<file path="config.mk">
export PLATFORM = sky130hd
export DESIGN_NAME = srgbxy_mtx
export DESIGN_NICKNAME = d
export VERILOG_FILES = /design/src/rtl/srgbxy_pkg.sv /design/src/rtl/srgbxy_mtx.sv
export SDC_FILE = /design/constraint.sdc
export NUM_CORES = 2
export LEC_CHECK = 0
export ABC_AREA = 1
export ABC_CLOCK_PERIOD_IN_PS = 6100
export BUFFER_PORTS_ARGS = -buffer_cell sky130_fd_sc_hd__buf_2
export CAP_MARGIN = 0
export CELL_PAD_IN_SITES_DETAIL_PLACEMENT = 1
export CELL_PAD_IN_SITES_GLOBAL_PLACEMENT = 1
export CORE_MARGIN = 4
export CORE_UTILIZATION = 48
export DETAILED_ROUTE_END_ITERATION = 8
export PLACE_DENSITY = 0.86
export SLEW_MARGIN = 20
export SYNTH_ARGS = -nofsm -noshare
export SYNTH_HDL_FRONTEND = slang
export SYNTH_SLANG_ARGS = --single-unit
export TNS_END_PERCENT = 5
</file>
<file path="constraint.sdc">
create_clock -name clk_i -period 6.1 [get_ports clk_i]
set_clock_uncertainty 0.1 [all_clocks]
set_input_delay 0.915 -clock clk_i [delete_from_list [all_inputs] [get_ports clk_i]]
set_output_delay 0.915 -clock clk_i [all_outputs]
set_load 0.01 [all_outputs]
</file>
<file path="src/rtl/srgbxy_pkg.sv">
package srgbxy_pkg;

  // Default number of fraction bits of a linearized channel.
  localparam int unsigned LinFracBitsDef = 16;
  // Widest ROM entry over the allowed range of fraction bits.
  localparam int unsigned LinMaxW = 25;
  // Quotient bits produced by the divider (results up to 131071).
  localparam int unsigned QuoBits = 17;
  localparam logic [15:0] WhiteX = 16'd20493;
  localparam logic [15:0] WhiteY = 16'd21561;
  localparam logic [15:0] ChromaMax = 16'hFFFF;

  typedef logic [15:0] coef_row_t [3];
  typedef coef_row_t coef_mat_t [3];

  // D65 sRGB to XYZ matrix in Q0.16, rows X, Y, Z.
  localparam coef_mat_t Coef = '{
    '{16'd27031, 16'd23434, 16'd11825},
    '{16'd13938, 16'd46868, 16'd4730},
    '{16'd1267,  16'd7811,  16'd62279}
  };

  typedef logic [LinMaxW-1:0] rom_t [256];

  // Q30 multiply, rounded half up.
  function automatic longint unsigned q30_mul(longint unsigned a, longint unsigned b);
    return (a * b + (64'd1 << 29)) >> 30;
  endfunction

  // One entry of the sRGB linearization curve with f fraction bits.
  function automatic logic [LinMaxW-1:0] curve_entry(int unsigned i, int unsigned f);
    longint unsigned num, t, u, lo, hi, mid, w2, w4, v, e, top;
    num = 0;
    if (i <= 10) begin
      num = ((longint'(i) * 100) << f) + 164730;
      return LinMaxW'(num / 329460);
    end
    t = (((longint'(i) * 1000 + 14025) << 30) + 134512) / 269025;
    u = q30_mul(t, t);
    lo = 0;
    hi = 64'd1 << 30;
    while (lo < hi) begin
      mid = (lo + hi + 1) >> 1;
      w2 = q30_mul(mid, mid);
      w4 = q30_mul(w2, w2);
      if (q30_mul(w4, mid) <= u) lo = mid;
      else hi = mid - 1;
    end
    v = q30_mul(u, lo);
    e = (v + (64'd1 << (29 - f))) >> (30 - f);
    top = 64'd1 << f;
    return LinMaxW'((e > top) ? top : e);
  endfunction

  // Whole linearization table, built at elaboration.
  function automatic rom_t build_rom(int unsigned f);
    rom_t r;
    for (int unsigned i = 0; i < 256; i++) begin
      r[i] = curve_entry(i, f);
    end
    return r;
  endfunction

endpackage

</file>
<file path="src/rtl/srgbxy_mtx.sv">
module srgbxy_mtx #(
  parameter int unsigned LinFracBits = srgbxy_pkg::LinFracBitsDef
) (
  input  logic                      clk_i,
  input  logic                      rst_ni,
  input  logic                      en_i,
  input  logic                      valid_i,
  input  logic [2:0][LinFracBits:0] lin_i,
  output logic                      valid_o,
  output logic                      zero_o,
  output logic [LinFracBits+36:0]   num_x_o,
  output logic [LinFracBits+36:0]   num_y_o,
  output logic [LinFracBits+21:0]   den_o
);

  localparam int unsigned LinW  = LinFracBits + 1;
  localparam int unsigned ProdW = LinW + 16;
  localparam int unsigned TriW  = LinW + 18;
  localparam int unsigned SumW  = TriW + 2;
  localparam int unsigned NumW  = TriW + 18;
  localparam int unsigned DenW  = SumW + 1;

  logic [2:0]                  valid_q;
  logic [2:0][2:0][ProdW-1:0]  prod_q;
  logic [2:0][TriW-1:0]        tri_d, tri_q;
  logic [SumW-1:0]             sum_d;
  logic [NumW-1:0]             num_x_q, num_y_q;
  logic [DenW-1:0]             den_q;
  logic                        zero_q;

  // Valid bits of the three matrix stages.
  always_ff @(posedge clk_i or negedge rst_ni) begin
    if (!rst_ni) begin
      valid_q <= '0;
    end else if (en_i) begin
      valid_q <= {valid_q[1:0], valid_i};
    end
  end

  // Row sums of the registered products, and the total of the registered row sums.
  always_comb begin
    for (int r = 0; r < 3; r++) begin
      tri_d[r] = TriW'(prod_q[r][0]) + TriW'(prod_q[r][1]) + TriW'(prod_q[r][2]);
    end
    sum_d = SumW'(tri_q[0]) + SumW'(tri_q[1]) + SumW'(tri_q[2]);
  end

  // Products, then row sums, then the rounded-division operands.
  always_ff @(posedge clk_i) begin
    if (en_i) begin
      for (int r = 0; r < 3; r++) begin
        for (int c = 0; c < 3; c++) begin
          prod_q[r][c] <= ProdW'(lin_i[c]) * ProdW'(srgbxy_pkg::Coef[r][c]);
        end
      end
      tri_q   <= tri_d;
      // Numerator 2*65535*part + sum, denominator 2*sum.
      num_x_q <= (NumW'(tri_q[0]) << 17) - (NumW'(tri_q[0]) << 1) + NumW'(sum_d);
      num_y_q <= (NumW'(tri_q[1]) << 17) - (NumW'(tri_q[1]) << 1) + NumW'(sum_d);
      den_q   <= {sum_d, 1'b0};
      zero_q  <= (sum_d == '0);
    end
  end

  assign valid_o = valid_q[2];
  assign zero_o  = zero_q;
  assign num_x_o = num_x_q;
  assign num_y_o = num_y_q;
  assign den_o   = den_q;

endmodule

</file>
# Word-level counts from Yosys, hierarchy flattened
# Cells that the tools add are included.
word_totals:
  reg_bits: 527
  in_bits: 55
  output_inout_bits: 146
classes:
  reduce_logical: 1
  addsub: 12
  mul: 9
op_table:
  columns: ["cell", "n"]
  rows:
  - ["$add A53 B37 Y53", 2]
  - ["$sub A52 B36 Y53", 2]
  - ["$mul A17 B14 Y31 const B", 3]
  - ["$add A31 B33 Y34", 2]
  - ["$mul A17 B13 Y30 const B", 2]
  - ["$add A36 B35 Y37", 1]
  - ["$logic_not A37 Y1", 1]
  - ["$add A35 B35 Y36", 1]
  - ["$add A34 B30 Y35", 1]
  - ["$add A33 B31 Y34", 1]
  - ["$add A32 B32 Y33", 1]
  - ["$mul A17 B16 Y33 const B", 1]
  - ["$mul A17 B15 Y32 const B", 1]
  - ["$add A28 B30 Y31", 1]
  - ["$mul A17 B12 Y29 const B", 1]
  - ["$mul A17 B11 Y28 const B", 1]

# Depth between registers and ports, before layout
depth:
  ltp_word: 3
  mapped_depth: 32

# Worst setup path before layout
# Ideal clock, no wire load.
synth_path:
  path_type: "input-to-reg"
  from: "input port lin_i[38] in the netlist's numbering"
  to: "register prod_q[292] in the netlist's numbering, data pin"
  required_ps: 5748
  setup_ps: 252
  t_arrival_ps: 5368
  setup_slack_ps: 379
  stages: 20
  cell_sequence: "inv_1 fa_1 inv_1 fa_1 inv_1 fa_1 inv_1 fa_1 fa_1 inv_1 fa_1 inv_1 ha_1 a21oi_1 a21boi_0 o21ai_0 a221oi_1 nand2_1 nand2_1 nand2_1"
synth_via:
  elab_chain_len: 1
synth_lines:
  columns: ["element", "line", "source"]
  rows:
  - ["start: declaration", "srgbxy_mtx.sv:8", "input logic [2:0][LinFracBits:0] lin_i,"]
  - ["$mul A17 B16 Y33", "srgbxy_mtx.sv:53", "prod_q[r][c] <= ProdW'(lin_i[c]) * ProdW'(srgbxy_pkg::Coef[r][c]);"]
  - ["end signal: indexed assignment", "srgbxy_mtx.sv:53", null]
  - ["end: declaration", "srgbxy_mtx.sv:24", "logic [2:0][2:0][ProdW-1:0] prod_q;"]
# No other way between the ends.
# A chain may end at the register's enable or synchronous reset.

# Worst setup path in the final report
layout_path:
  from: "register tri_q[19] in the netlist's numbering"
  to: "register num_x_q[51], in the netlist num_x_o[51], data pin"
layout_via:
  elab_chain_len: 3
  elab_cells_between_ends: 4
layout_lines:
  columns: ["element", "line", "source"]
  rows:
  - ["start: declaration", "srgbxy_mtx.sv:25", "logic [2:0][TriW-1:0] tri_d, tri_q;"]
  - ["start signal: assignment", "srgbxy_mtx.sv:56", "tri_q <= tri_d;"]
  - ["$add A35 B35 Y36", "srgbxy_mtx.sv:45", "sum_d = SumW'(tri_q[0]) + SumW'(tri_q[1]) + SumW'(tri_q[2]);"]
  - ["$add A36 B35 Y37", "srgbxy_mtx.sv:45", null]
  - ["net sum_d[34]", "srgbxy_mtx.sv:26", "logic [SumW-1:0] sum_d;"]
  - ["$add A53 B37 Y53", "srgbxy_mtx.sv:58", "num_x_q <= (NumW'(tri_q[0]) << 17) - (NumW'(tri_q[0]) << 1) + NumW'(sum_d);"]
  - ["end signal: assignment", "srgbxy_mtx.sv:58", null]
  - ["end: declaration", "srgbxy_mtx.sv:27", "logic [NumW-1:0] num_x_q, num_y_q;"]
# The timed path passes the listed nets, and every way through them passes these cells.

==> reports/qor.yml <==
global_route:
  grt_pass1_vias: 59585
  grt_max_degree: 154
  grt_pass1_wl_mm: 366
  antenna_found_initial: 4
  overflow: 0
  grt.total_usage: 0.342
floorplanning:
  io_pins: 201
  die_h_um: 377
  coreArea_sq_um: 135000
  die_area_sq_um: 142000
  placementRows: 135
  start_util: 0.483
  fp.dieW_um: 377
sta:
  slew_headroom: 0.362
  fin_setup_tns_ns: 0
  worstMarginPinSlew_ns: 0.956
  final_hold_viol_count: 0
  setup_viol: 0
  period_minus_slack_ns: 5.86
  timing.final.crit_share: 0.960
  drv_slew: 0
  fmax_ghz: 0.171
cells_and_area:
  final_layout_size_suffix_gt1_frac: 0.0783
  nNetsFinal: 9516
  fin_cells: 9501
  layout_commonest_cell: "inv_1"
  area_delta_synth_final_pct: 10.4
  design_area_sq_um: 72300
  layout_common_cells: "1543 x inv_1, 1071 x nand2_1, 1043 x ha_1"
synth:
  ys.flop_type: "edfxtp_1"
  synth-edff-count: 477
  synth-seq-cells: 480
  synthArstFlopShare: 0.00625
  ys_warn_count: 0
  synth_cells: 7189
  seq_area_frac_synth: 0.220
  avgSynthCellArea_sq_um: 9.11
  ys_types: 56
  post_synth_instance_area_sq_um: 65500
clock_tree:
  cts_sinks: 480
  htree_levels: 2
  numCtsBuffers: 55
  clk_pin_slew_ns: 0.06
  cts-root-buf: "clkbuf_16"
  clock_latency_ns: 0.72
  cts_tree: "done"
  clockBufferDepth: 3
critical_path:
  cp_cell_sequence: "fa_1 -> ha_1 -> nand2_1 -> nand2_1 -> nand2_1 -> nand3_1 -> a21oi_1 -> nor2_1 -> nor2_1 -> nand3_1 -> nand2_1 -> clkinvlp_4 -> buf_4 -> fa_1 -> inv_1 -> ha_1 -> a21oi_1 -> o21a_1 -> o21ai_0 -> a21oi_1 -> nand3_1 -> a21oi_1 -> xor2_1"
  critPathLaunchType: "flop"
  critPathMaxStageDelay_ns: 0.75
  worstSetupStartpoint: "tri_q[19]$_DFFE_PP_"
  cp.required_ns: 6.42
  cpMaxStageDelayCell: "edfxtp_1"
  r2r-start: "tri_q[19]$_DFFE_PP_"
  cp_max_fo: 5
  r2r_cells: 23
  r2r_slack_ns: 0.24
  endpoint_kind: "flop"
  criticalPathCategory: "reg -> reg"
  worstPathArrival_ns: 6.18
  r2r-end: "num_x_o[51]$_DFFE_PP_"
drt:
  wirelength_mm: 242
  ant_nets: 0
  wl_per_cell_um: 25.5
  dr_wl_met3_mm: 14.8
  via_count: 54094
  top_layer: "met5"
  remaining_drc_errors: 0
  dr.first_iter.drc_count: 4127
  m1WireLength_mm: 94.6
  viasPerCell: 5.69
  drt_pass1_iterations: 5
  met2_length_mm: 115
worst_hold_path:
  min_to: "valid_q[0]$_DFFE_PN0P_"
  whs_path_depth: 3
  hold_class: "in -> reg"
  worstHoldStart: "valid_i"
run_status:
  status: "finished, final reports clean"
job:
  drv_cap: 0
placement:
  hpwlAfterDp_mm: 212
  io_buffers: 198
  routabilityCongestion: 1.01
  placed_cells: 9377
  place_area_sq_um: 70300
## how the worst max path moves through the flow
| stage | end | slack, ns | depth (start not counted) |
|---|---|---|---|
| floorplan | prod_q[292]$_DFFE_PP_ | 0.38 | 20 |
| global placement | prod_q[292]$_DFFE_PP_ | -0.04 | 22 |
| detailed placement | prod_q[157]$_DFFE_PP_ | -0.08 | 19 |
| CTS | num_y_o[43]$_DFFE_PP_ | 0.13 | 29 |
| global route | num_x_o[42]$_DFFE_PP_ | -0.003 | 30 |
| finish | num_x_o[51]$_DFFE_PP_ | 0.24 | 23 |
## logic make-up after synthesis
logic type               synth area share
AO/OA/AOI/OAI                      0.0854
buffers and inverters              0.0901
other                           0.0000573
flip-flops                          0.220
adder cells (fa/ha/maj)             0.427
XOR/XNOR                           0.0524
AND/OR/NAND/NOR                     0.125
multiplexers                     0.000172
## registers in the layout, indices dropped and copies added (netlist names)
| register | flops |
|---|---|
| valid_q | 3 |
| num_y_o | 52 |
| zero_o | 1 |
| tri_q | 100 |
| prod_q | 237 |
| den_o | 34 |
| num_x_o | 53 |
## final cells by class
type,count,area [sq um]
multi-input combinational,5146,45200
sequential,480,14400
inverter,1555,5850
clock buffer,71,1440
clock inverter,29,310
timing repair buffer,436,2880
tap,1781,2230
fill,15842,63200
antenna,3,7.51
## per-stage QoR
| step | utilization | hold WS, ns | setup WS, ns |
|---|---|---|---|
| final | 0.534 | 0.352 | 0.244 |
| after global routing | 0.534 | 0.363 | -0.00334 |
| after CTS | 0.532 | 0.319 | 0.128 |
| after detailed placement | 0.519 | 0.415 | -0.0816 |
| after global placement | 0.519 | 0.387 | -0.0416 |
| after floorplan | - | 0.378 | 0.379 |
## worst max-delay path: cells and delay by family (launching register included)
family,cells,cell delay (ns)
and+or+nand+nor,9,1.11
AOI/OAI and AO/OA,6,1.32
adders and majority gates,4,1.75
buffers and inverters,3,0.38
xor gates and xnor gates,1,0.12
DFF,1,0.75
## cell usage after synthesis, types with 15 or more instances
library cell / number / area [sq um]
ha_1: 1045 / 13100
nand2_1: 1071 / 4020
fa_1: 742 / 14900
o21ai_1: 16 / 80.1
nor2_2: 15 / 93.8
o21ai_0: 223 / 1120
nand2_2: 31 / 194
nor2_1: 490 / 1840
inv_1: 1546 / 5800
nand3_1: 217 / 1090
a21oi_1: 471 / 2360
a31oi_1: 57 / 357
xnor2_1: 133 / 1160
o21a_1: 23 / 173
a21o_1: 61 / 458
nor4_1: 19 / 119
nand4_1: 58 / 363
nor3_1: 62 / 310
xor2_1: 255 / 2230
edfxtp_1: 477 / 14300
o21bai_1: 50 / 375
## timing repair
item / in CTS / in global routing
pin swaps: 0 / 1
resized for setup: 1 / 8
hold buffers: 1 / 0
hold endpoints to repair: 3 / 0
setup endpoints to repair: 1 / 28
buffers inserted: 0 / 20
## metal layers
layer  global-route usage  vias to the layer above
li1                     -                    24250
met1                0.417                    27195
met2                0.581                     2018
met3               0.0498                      629
met4                0.196                        2
met5                    0                        -
Power is not shown: default switching activity piles up to over one toggle a cycle in this logic, so the estimate is an artifact.
